--- src/design/xkd_pkg.sv ---
// ----------------------------------------------------------------------------
// xkd_pkg
// Shared types, constants and functions for the keystream word decryptor.
// ----------------------------------------------------------------------------
package xkd_pkg;

    localparam int unsigned WORD_W = 32;
    localparam int unsigned IDX_W  = 4;

    localparam logic [WORD_W-1:0] LCG_MUL  = 32'h41C6_4E6D;
    localparam logic [WORD_W-1:0] LCG_ADD  = 32'h0000_3039;
    localparam logic [WORD_W-1:0] KEY_MASK = 32'h7FFF_FFFF;

    // word position that carries the seed, and the saturation point
    localparam logic [IDX_W-1:0] IDX_SEED_WORD = 4'd7;
    localparam logic [IDX_W-1:0] IDX_SAT       = 4'd8;

    // bit of the key that feeds the chain bit
    localparam int unsigned CHAIN_TAP = 18;

    // register index of the seed
    localparam logic REG_SEED = 1'b0;

    // commands from controller to datapath
    typedef struct packed {
        logic       capture;    // hold first word, load seed into the LCG
        logic       seed_step;  // one LCG step into a generator word
        logic [1:0] seed_idx;   // generator word written by seed_step
        logic       process;    // decrypt one word into the output register
        logic       use_hold;   // decrypt the held word, not the input
    } t_dp_cmd;

    // status from datapath to controller
    typedef struct packed {
        logic out_free;         // output register can take a word this cycle
        logic out_valid;        // output register holds a word
    } t_dp_stat;

    function automatic logic [WORD_W-1:0] rev_bytes(input logic [WORD_W-1:0] v);
        return {v[7:0], v[15:8], v[23:16], v[31:24]};
    endfunction

    // xorshift128-style new value (arithmetic right shifts) from the oldest and newest generator words
    function automatic logic [WORD_W-1:0] xs_next(input logic [WORD_W-1:0] a,
                                                 input logic [WORD_W-1:0] d);
        logic [WORD_W-1:0] t;
        logic [WORD_W-1:0] u;
        t = d ^ (d << 11);
        u = a ^ WORD_W'($signed(a) >>> 19);
        return u ^ t ^ WORD_W'($signed(t) >>> 8);
    endfunction

endpackage

--- src/design/xkd_word_if.sv ---
// ----------------------------------------------------------------------------
// xkd_in_if / xkd_out_if
// Valid/ready word channels for cipher words in and plain words out.
// ----------------------------------------------------------------------------
interface xkd_in_if;
    logic        valid;
    logic        ready;
    logic [31:0] cipher_word;
    logic        first_word;
    logic        last_word;

    modport source (output valid, output cipher_word, output first_word,
                    output last_word, input ready);
    modport sink   (input valid, input cipher_word, input first_word,
                    input last_word, output ready);
endinterface

interface xkd_out_if;
    logic        valid;
    logic        ready;
    logic [31:0] plain_word;
    logic        last_out;

    modport source (output valid, output plain_word, output last_out, input ready);
    modport sink   (input valid, input plain_word, input last_out, output ready);
endinterface

--- src/design/xkd_ctrl.sv ---
// ----------------------------------------------------------------------------
// xkd_ctrl
// Sequences reseeding on a first word and gates word acceptance.
// ----------------------------------------------------------------------------
module xkd_ctrl
    import xkd_pkg::*;
(
    input  logic     i_clk,
    input  logic     i_rst_n,
    input  logic     i_in_valid,
    input  logic     i_in_first,
    output logic     o_in_ready,
    input  t_dp_stat i_stat,
    output t_dp_cmd  o_cmd
);

    typedef enum logic [1:0] {
        S_RUN,
        S_SEED,
        S_HELD
    } t_state;

    t_state     r_state, n_state;
    logic [1:0] r_cnt, n_cnt;
    logic       w_accept;

    // accept words only while running and the output can drain
    always_comb begin
        o_in_ready = (r_state == S_RUN) && i_stat.out_free;
        w_accept   = i_in_valid && o_in_ready;

        o_cmd.capture   = w_accept && i_in_first;
        o_cmd.seed_step = (r_state == S_SEED);
        o_cmd.seed_idx  = r_cnt;
        o_cmd.use_hold  = (r_state == S_HELD);
        o_cmd.process   = (w_accept && !i_in_first) ||
                          ((r_state == S_HELD) && i_stat.out_free);
    end

    // next state
    always_comb begin
        n_state = r_state;
        n_cnt   = r_cnt;
        case (r_state)
            S_RUN: begin
                if (o_cmd.capture) begin
                    n_state = S_SEED;
                    n_cnt   = 2'd0;
                end
            end
            S_SEED: begin
                n_cnt = r_cnt + 2'd1;
                if (r_cnt == 2'd3) begin
                    n_state = S_HELD;
                end
            end
            S_HELD: begin
                if (i_stat.out_free) begin
                    n_state = S_RUN;
                end
            end
            default: begin
                n_state = S_RUN;
            end
        endcase
    end

    // hold state
    always_ff @(posedge i_clk) begin
        if (!i_rst_n) begin
            r_state <= S_RUN;
            r_cnt   <= 2'd0;
        end else begin
            r_state <= n_state;
            r_cnt   <= n_cnt;
        end
    end

endmodule

--- src/design/xkd_dp.sv ---
// ----------------------------------------------------------------------------
// xkd_dp
// Generator state, LCG seeding unit, word decryption and output register.
// ----------------------------------------------------------------------------
module xkd_dp
    import xkd_pkg::*;
(
    input  logic              i_clk,
    input  logic              i_rst_n,
    input  t_dp_cmd           i_cmd,
    output t_dp_stat          o_stat,
    input  logic [WORD_W-1:0] i_seed,
    input  logic [WORD_W-1:0] i_cipher_word,
    input  logic              i_last_word,
    input  logic              i_out_ready,
    output logic              o_out_valid,
    output logic [WORD_W-1:0] o_plain_word,
    output logic              o_last_out
);

    logic [WORD_W-1:0] r_gen [4];
    logic              r_chain;
    logic [IDX_W-1:0]  r_index;
    logic [WORD_W-1:0] r_lcg;
    logic [WORD_W-1:0] r_hold_word;
    logic              r_hold_last;
    logic              r_out_valid;
    logic [WORD_W-1:0] r_out_plain;
    logic              r_out_last;

    logic [WORD_W-1:0] w_lcg_next;
    logic [WORD_W-1:0] w_gen_next;
    logic [WORD_W-1:0] w_key;
    logic [WORD_W-1:0] w_word;
    logic              w_last;
    logic [WORD_W-1:0] w_plain;

    // one LCG step per cycle while seeding, registered straight after the multiply
    assign w_lcg_next = WORD_W'(r_lcg * LCG_MUL + LCG_ADD);

    // step the generator and decrypt the selected word
    always_comb begin
        w_gen_next = xs_next(r_gen[0], r_gen[3]);
        w_key      = w_gen_next & KEY_MASK;
        w_word     = i_cmd.use_hold ? r_hold_word : i_cipher_word;
        w_last     = i_cmd.use_hold ? r_hold_last : i_last_word;
        w_plain    = w_word ^ w_key ^ {r_chain, {(WORD_W-1){1'b0}}};
    end

    assign o_stat.out_free  = !r_out_valid || i_out_ready;
    assign o_stat.out_valid = r_out_valid;

    // generator, chain bit, word count and output flag
    always_ff @(posedge i_clk) begin
        if (!i_rst_n) begin
            for (int i = 0; i < 4; i++) begin
                r_gen[i] <= '0;
            end
            r_chain     <= 1'b0;
            r_index     <= '0;
            r_out_valid <= 1'b0;
        end else begin
            if (i_cmd.capture) begin
                r_chain <= 1'b0;
                r_index <= '0;
            end
            if (i_cmd.seed_step) begin
                r_gen[i_cmd.seed_idx] <= w_lcg_next;
            end
            if (i_cmd.process) begin
                r_gen[0] <= w_gen_next;
                r_gen[1] <= r_gen[0];
                r_gen[2] <= r_gen[1];
                r_gen[3] <= r_gen[2];
                r_chain  <= w_key[CHAIN_TAP];
                if (r_index < IDX_SAT) begin
                    r_index <= r_index + IDX_W'(1);
                end
            end
            if (i_cmd.process) begin
                r_out_valid <= 1'b1;
            end else if (i_out_ready) begin
                r_out_valid <= 1'b0;
            end
        end
    end

    // payload: LCG value, held first word, output word
    always_ff @(posedge i_clk) begin
        if (i_cmd.capture) begin
            r_lcg       <= i_seed;
            r_hold_word <= i_cipher_word;
            r_hold_last <= i_last_word;
        end else if (i_cmd.seed_step) begin
            r_lcg <= w_lcg_next;
        end
        if (i_cmd.process) begin
            r_out_plain <= (r_index == IDX_SEED_WORD) ? rev_bytes(i_seed)
                                                       : rev_bytes(w_plain);
            r_out_last  <= w_last;
        end
    end

    assign o_out_valid  = r_out_valid;
    assign o_plain_word = r_out_plain;
    assign o_last_out   = r_out_last;

endmodule

--- src/design/xorshift_keystream_word_decrypt.sv ---
// A word taken at the input is in the output register in the next cycle.
// A first word loads the seed, four LCG steps run through the single 32x32
// multiplier, then the held word is decrypted; the input is held off meanwhile.
// Throughput: one word per cycle otherwise, while the output can drain.
// Reset (synchronous, active low): generator, chain bit, word count and seed
// clear to zero; the output register empties.
// ----------------------------------------------------------------------------
// xorshift_keystream_word_decrypt
// Xorshift128-style keystream decryptor for 32-bit words with LCG reseeding.
// ----------------------------------------------------------------------------
module xorshift_keystream_word_decrypt
    import xkd_pkg::*;
(
    input  logic        i_clk,
    input  logic        i_rst_n,
    xkd_in_if.sink      i_word,
    xkd_out_if.source   o_word,
    input  logic        psel,
    input  logic        penable,
    input  logic        pwrite,
    input  logic [2:0]  paddr,
    input  logic [31:0] pwdata,
    output logic [31:0] prdata,
    output logic        pready
);

    logic [WORD_W-1:0] r_seed;
    t_dp_cmd           w_cmd;
    t_dp_stat          w_stat;
    logic              w_in_ready;
    logic              w_wr;

    // register write on the access phase
    assign pready = 1'b1;
    assign w_wr   = psel && penable && pwrite && pready && (paddr[2] == REG_SEED);

    always_ff @(posedge i_clk) begin
        if (!i_rst_n) begin
            r_seed <= '0;
        end else if (w_wr) begin
            r_seed <= pwdata;
        end
    end

    assign prdata = (paddr[2] == REG_SEED) ? r_seed : '0;

    xkd_ctrl u_ctrl (
        .i_clk      (i_clk),
        .i_rst_n    (i_rst_n),
        .i_in_valid (i_word.valid),
        .i_in_first (i_word.first_word),
        .o_in_ready (w_in_ready),
        .i_stat     (w_stat),
        .o_cmd      (w_cmd)
    );

    xkd_dp u_dp (
        .i_clk         (i_clk),
        .i_rst_n       (i_rst_n),
        .i_cmd         (w_cmd),
        .o_stat        (w_stat),
        .i_seed        (r_seed),
        .i_cipher_word (i_word.cipher_word),
        .i_last_word   (i_word.last_word),
        .i_out_ready   (o_word.ready),
        .o_out_valid   (o_word.valid),
        .o_plain_word  (o_word.plain_word),
        .o_last_out    (o_word.last_out)
    );

    assign i_word.ready = w_in_ready;

    // no word is taken while the generator is being seeded
    a_no_accept_seeding: assert property (@(posedge i_clk) disable iff (!i_rst_n)
        w_cmd.seed_step |-> !w_in_ready)
        else $error("word taken during seeding");

    // a first word always starts a seeding run
    a_first_seeds: assert property (@(posedge i_clk) disable iff (!i_rst_n)
        (i_word.valid && w_in_ready && i_word.first_word) |=> w_cmd.seed_step)
        else $error("first word did not start seeding");

    // a decrypted word never overwrites one still waiting at the output
    a_no_overwrite: assert property (@(posedge i_clk) disable iff (!i_rst_n)
        (w_cmd.process && w_stat.out_valid) |-> o_word.ready)
        else $error("output word overwritten");

    // seeding ends with the held word selected for decryption
    a_seed_then_held: assert property (@(posedge i_clk) disable iff (!i_rst_n)
        (w_cmd.seed_step && w_cmd.seed_idx == 2'd3) |=> w_cmd.use_hold)
        else $error("held word not processed after seeding");

endmodule
--- src/flat_wrapper.sv ---
// flat-port wrapper written by rule: the top's interface ports become plain ports
module xorshift_keystream_word_decrypt_flat import xkd_pkg::*;
  (i_clk, i_rst_n, psel, penable, pwrite, paddr, pwdata, prdata, pready, i_word_valid, i_word_cipher_word, i_word_first_word, i_word_last_word, i_word_ready, o_word_valid, o_word_plain_word, o_word_last_out, o_word_ready);
  xkd_in_if i_word_i ();
  xkd_out_if o_word_i ();
  input  logic i_clk;
  input  logic i_rst_n;
  input  logic psel;
  input  logic penable;
  input  logic pwrite;
  input  logic [2:0] paddr;
  input  logic [31:0] pwdata;
  output logic [31:0] prdata;
  output logic pready;
  input wire logic [$bits(i_word_i.valid)-1:0] i_word_valid;
  input wire logic [$bits(i_word_i.cipher_word)-1:0] i_word_cipher_word;
  input wire logic [$bits(i_word_i.first_word)-1:0] i_word_first_word;
  input wire logic [$bits(i_word_i.last_word)-1:0] i_word_last_word;
  output wire logic [$bits(i_word_i.ready)-1:0] i_word_ready;
  output wire logic [$bits(o_word_i.valid)-1:0] o_word_valid;
  output wire logic [$bits(o_word_i.plain_word)-1:0] o_word_plain_word;
  output wire logic [$bits(o_word_i.last_out)-1:0] o_word_last_out;
  input wire logic [$bits(o_word_i.ready)-1:0] o_word_ready;
  assign i_word_i.valid = i_word_valid;
  assign i_word_i.cipher_word = i_word_cipher_word;
  assign i_word_i.first_word = i_word_first_word;
  assign i_word_i.last_word = i_word_last_word;
  assign i_word_ready = i_word_i.ready;
  assign o_word_valid = o_word_i.valid;
  assign o_word_plain_word = o_word_i.plain_word;
  assign o_word_last_out = o_word_i.last_out;
  assign o_word_i.ready = o_word_ready;
  xorshift_keystream_word_decrypt u_core (.i_clk(i_clk), .i_rst_n(i_rst_n), .i_word(i_word_i), .o_word(o_word_i), .psel(psel), .penable(penable), .pwrite(pwrite), .paddr(paddr), .pwdata(pwdata), .prdata(prdata), .pready(pready));
endmodule
--- config.mk ---
export PLATFORM = sky130hd
export DESIGN_NAME = xorshift_keystream_word_decrypt_flat
export DESIGN_NICKNAME = d
export VERILOG_FILES = /design/src/design/xkd_pkg.sv /design/src/design/xkd_word_if.sv /design/src/design/xkd_ctrl.sv /design/src/design/xkd_dp.sv /design/src/design/xorshift_keystream_word_decrypt.sv /design/src/flat_wrapper.sv
export SDC_FILE = /design/constraint.sdc
export NUM_CORES = 1
export LEC_CHECK = 0
export CAP_MARGIN = 20
export CORE_MARGIN = 5
export CORE_UTILIZATION = 31
export CTS_CLUSTER_DIAMETER = 60
export DETAILED_ROUTE_END_ITERATION = 7
export DONT_BUFFER_PORTS = 1
export PLACE_DENSITY = 0.56
export REMOVE_ABC_BUFFERS = 1
export SLEW_MARGIN = 20
export SYNTH_ARGS = -nofsm -noshare
export SYNTH_HDL_FRONTEND = slang
export SYNTH_SLANG_ARGS = --single-unit
--- constraint.sdc ---
create_clock -name i_clk -period 14.87 [get_ports i_clk]
set_input_delay 1.487 -clock i_clk [delete_from_list [all_inputs] [get_ports i_clk]]
set_output_delay 1.487 -clock i_clk [all_outputs]
set_load 0.02 [all_outputs]
# Word-level counts from Yosys, hierarchy flattened
# Memory sizes are Yosys's and may differ from the RTL's.
# Cells that the tools add are included.
# totals
ramBits	128
memories	1
elab_cells	88
output_inout_bits	68
input_bits	76
register_bits	140
# mem_list
name	depth	width	rd	rd_clocked_by_memory_dff	write_ports	line_no	source
u_core.u_dp.r_gen	4	32	4	0	4	xkd_dp.sv:21	logic [WORD_W-1:0] r_gen [4];
# op_classes
multipliers	1
n_eq_ne	7
bitwise_logic	11
mux	33
reduce_logical	20
add_sub_neg	3
magnitude_cmp	1
# op_table
op	n
32-bit two-way mux	10
32-bit XOR	5
32-bit by 14-bit adder with 32-bit output (second input constant)	1
32-bit by 31-bit multiplier with 32-bit output (second input constant)	1
32-bit OR reduction	1
32-bit by 31-bit XOR with 32-bit output	1
1-bit two-way mux	13
4-bit two-way mux	3
2-bit two-way mux	5
1-bit logical AND	8
2-bit nonzero test	4
2-bit one-hot mux with 3 select lines	1
4-bit by 1-bit adder with 4-bit output (second input constant)	1
2-bit == test (second input constant)	2
4-bit by 3-bit == test with 1-bit output (second input constant)	1
4-bit less-than comparator (second input constant)	1
2-bit by 1-bit inequality test with 1-bit output (second input constant)	2
1-bit bitwise OR	4
2-bit one-hot mux with 2 select lines	1
3-bit AND reduction	1
2-bit by 1-bit adder with 2-bit output (second input constant)	1
2-bit by 1-bit == test with 1-bit output (second input constant)	1
1-bit zero test	2
2-bit zero test	1
other kinds (4)	5

# Depth between registers and ports, before layout
# depth
word_depth	11
ltp_mapped	26
depth_no_buf	26

# Hierarchy
# Synthesis repeated with hierarchy kept, for this count alone.
# hier_totals
cells_unflattened	1989
area_unflattened_um2	21674.5
# by_module_without_submodules
mod	instances	cells_per_inst	seq_area_each_um2	area_per_inst_um2
xkd_dp	1	1787	6906.6	19925.4
xorshift_keystream_word_decrypt	1	177	640.6	1537.7
xkd_ctrl	1	25	80.1	211.5

# Worst setup path after synthesis
# No wires, ideal clock.
# synth_timing
kind	reg2reg
start	reg u_core.u_dp.r_lcg[5]
end	reg u_core.u_dp.r_lcg[29], data pin
stages_incl_launch_ff	26
arrival_ps	6444
required_ps	14610
path_slack_ps	8166
setup_ps	260
period_less_slack_ps	6704
n_path_buf	0
cell_sequence	edfxtp_1 -> ha_1 -> xor2_1 -> ha_1 -> a21oi_1 -> fa_1 -> fa_1 -> inv_1 -> fa_1 -> inv_1 -> fa_1 -> inv_1 -> fa_1 -> inv_1 -> fa_1 -> inv_1 -> ha_1 -> a211o_1 -> a21oi_1 -> o211ai_1 -> or3_1 -> o21ai_2 -> o21bai_1 -> a21oi_2 -> xnor2_1 -> mux2_2
# synth_between
elab_chain_cells	4
# synth_rtl
element	line_no	source
start, declared	xkd_dp.sv:24	logic [WORD_W-1:0] r_lcg;
start signal, assigned	xkd_dp.sv:91	r_lcg <= i_seed;
start signal, assigned	xkd_dp.sv:95	r_lcg <= w_lcg_next;
32-bit by 31-bit multiplier with 32-bit output	xkd_dp.sv:39	assign w_lcg_next = WORD_W'(r_lcg * LCG_MUL + LCG_ADD);
32-bit by 14-bit adder with 32-bit output	xkd_dp.sv:39	
32-bit two-way mux	xkd_dp.sv:94	end else if (i_cmd.seed_step) begin
32-bit two-way mux	xkd_dp.sv:90	if (i_cmd.capture) begin
# No other way between the ends. The select of a mux whose other input is x is not followed.
# A chain may end at the register's enable or synchronous reset.

==> results.ini <==
[yosys]
avgSynthCellArea_um2 = 10.6
ys_seq_elements = 268
synth_top_flop_cell = edfxtp_1
yosysMostFrequentCell = inv_1
yosysTopAreaCell = edfxtp_1
synth_area_leaders = edfxtp_1 (32%), fa_1 (18%), ha_1 (12%), inv_1 (7.1%), xnor2_1 (6.6%)
synth_cell_types = 55
yosysTopAreaCellShare = 0.318
syn-instance-count = 2016
synth-async-reset-ratio = 0
synth_edf_count = 226
synth_warnings = 0
netlist_top_cells_count = inv_1 (404), edfxtp_1 (226), ha_1 (211)
yosysSeqAreaShare = 0.357
syn_area_um2 = 21400

[routing]
antenna_left = 0
vias_per_cell = 4.84
wl_per_cell_um = 21.2
drt_iter0_markers = 933
routed_wirelength_um = 61500
dr.pass1.iters = 5
vias = 14000
drc = 0

[timing]
worst_slack_ns = 6.90
rsz0062_at_grt = no
hold_viol_final = 0
fmax_mhz = 125
setup_tns_ns = 0
drv_slew = 0
finalSetupViolCount = 0
worstMarginPinSlew_ns = 1.06
skew_ns = 0.0197
period_share = 0.536
min_period_ns = 7.97
slew-limit-headroom = 0.292

[worst_setup_path]
cp-end-kind = register
cp_top_family = adder cells
cp-start-kind = register
timing.rr.end = u_core.u_dp.r_gen[1][30]
setup.worst_path.class = reg -> reg
cp_max_fo = 9
critPathRequiredTime_ns = 15.13
cpPeakStageDelay_ns = 0.68
crit_path_top_delay_cell = edfxtp_1
cpMostUsedCell = fa_1
r2r_slack_ns = 6.90
r2r_start = u_core.u_dp.r_lcg[7]
cp_num_buf_inv = 3
critPathArrivalTime_ns = 8.23
crit_chain = ha_1, xor2_1, ha_1, a21oi_1, fa_1, fa_1, inv_1, fa_1, fa_1, fa_1, inv_1, fa_1, inv_1, ha_1, a21oi_1, o21ai_0, o31ai_1, o221ai_1, a21boi_0, xor2_1, o21ai_0
ff2ff_path_depth = 21

[clocking]
cts_tree = done
ctsResizeCount = 0
insertion_delay_ns = 0.56
post_cts_buffers = 0
cts_max_path_buffers = 3
cts.clk_slew.worst_paths_ns = 0.07
cts_buffers = 27
cts_sinks = 268
htreeDepth = 1
holdBufCountCts = 0
root_buffer = clkbuf_16

[placed_design]
place.gp.congestion = 0.928
io_buffers = 0
hpwl_um = 46900
dp_slack_ns = 7.01
dp_cells = 2851

[global_routing]
antenna_found_initial = 2
grt_pass1_wl_um = 92500
grt_pass1_vias = 14900
grt_max_degree = 99
grt-ovfl-total = 0
grt_usage = 0.163

[die]
die_area_um2 = 74200
num_io_pins = 144
core_um2 = 68500
rows = 96
initial_core_util = 0.312
die_width_um = 272
die_h_um = 272

[outcome]
status = completed

[run]
drv_cap = 0

[hold_path]
hp-start = u_core.r_seed[11]
whs_endpoint = u_core.r_seed[11]
hold_class = reg -> reg
hold-path-cell-count = 2

[layout]
drive_gt1_frac = 0.0352
finish.net_count = 2472
final_util = 0.339
area_growth_pct = 8.66
finalNonFillerCells = 2902

## worst reg2reg max path, cell delays in order (launching register included)
cell      delay, ns
edfxtp_1       0.68
ha_1           0.66
xor2_1         0.27
ha_1           0.19
a21oi_1        0.06
fa_1           0.46
fa_1           0.54
inv_1          0.07
fa_1           0.48
fa_1           0.46
fa_1           0.53
inv_1          0.07
fa_1           0.55
inv_1          0.07
ha_1           0.38
a21oi_1        0.18
o21ai_0        0.11
o31ai_1        0.61
o221ai_1       0.29
a21boi_0       0.26
xor2_1         0.56
o21ai_0        0.20
## through the flow
| step | hold WS (ns) | cell area [um2] |
|---|---|---|
| after floorplan | 0.463 | 21100 |
| after global placement | 0.480 | 22400 |
| after detailed placement | 0.496 | 22400 |
| after CTS | 0.508 | 23200 |
| after global routing | 0.524 | 23200 |
| final | 0.500 | 23200 |
## cell usage in the layout (no fill, tap or decap), types with 40 or more instances in the layout
cell | Yosys | routed
inv_1 | 404 | 402
edfxtp_1 | 226 | 226
ha_1 | 211 | 211
nand2_1 | 204 | 203
fa_1 | 187 | 187
xnor2_1 | 160 | 160
o21ai_0 | 92 | 92
a22o_1 | 57 | 57
nor2_1 | 53 | 53
a21oi_1 | 52 | 52
dfxtp_1 | 42 | 42
xor2_1 | 40 | 40
nor2b_1 | 41 | 40
## metal layers
| metal | vias up | global-route usage | wire [um] |
|---|---|---|---|
| met1 | 7048 | 0.213 | 26200 |
| met3 | 96 | 0.0243 | 3270 |
| met5 | - | 0 | 0 |
| met2 | 394 | 0.282 | 30000 |
| met4 | 0 | 0.0484 | 2040 |
| li1 | 6510 | - | - |
## flip-flops by register name (all words and copies together) (netlist names)
register                  cells
u_core.u_dp.r_gen           128
u_core.r_seed                32
u_core.u_dp.o_plain_word     32
u_core.u_dp.r_hold_word      32
u_core.u_dp.r_lcg            32
u_core.u_dp.r_index           4
u_core.u_ctrl.r_cnt           2
u_core.u_ctrl.r_state         2
u_core.u_dp.o_last_out        1
u_core.u_dp.o_out_valid       1
u_core.u_dp.r_chain           1
u_core.u_dp.r_hold_last       1
## worst max-delay path by stage
stage | from | endpoint | slack [ns] | cells after the start
final | u_core.u_dp.r_lcg[7] | u_core.u_dp.r_gen[1][30] | 6.90 | 21
after floorplan | u_core.u_dp.r_lcg[5] | u_core.u_dp.r_lcg[29] | 8.16 | 25
after CTS | u_core.u_dp.r_lcg[7] | u_core.u_dp.r_gen[1][30] | 6.98 | 21
after global placement | u_core.u_dp.r_lcg[7] | u_core.u_dp.r_gen[1][30] | 7.11 | 21
after detailed placement | u_core.u_dp.r_lcg[7] | u_core.u_dp.r_gen[1][30] | 7.01 | 21
after global routing | u_core.u_dp.r_lcg[5] | u_core.u_dp.r_gen[1][30] | 6.66 | 23
## kinds of logic after synthesis
| family | after synthesis | share of synthesized area |
|---|---|---|
| other | 1 | 0.000176 |
| DFF | 268 | 0.357 |
| buffers and inverters | 467 | 0.0823 |
| AOI/OAI and AO/OA | 297 | 0.0909 |
| muxes | 36 | 0.0171 |
| adders and majority gates | 398 | 0.299 |
| and+or+nand+nor | 349 | 0.0715 |
| xor gates and xnor gates | 200 | 0.0820 |
## layout make-up
class,count,area [um2]
Fill cell,6906,45300
Timing Repair Buffer,16,120
Clock buffer,41,768
Tap cell,882,1100
Clock inverter,8,75.1
Sequential cell,268,7630
Multi-Input combinational cell,1281,12000
Antenna cell,2,5.00
Inverter,404,1520
Power is not shown: default switching activity piles up to over one toggle a cycle in this logic, so the estimate is an artifact.
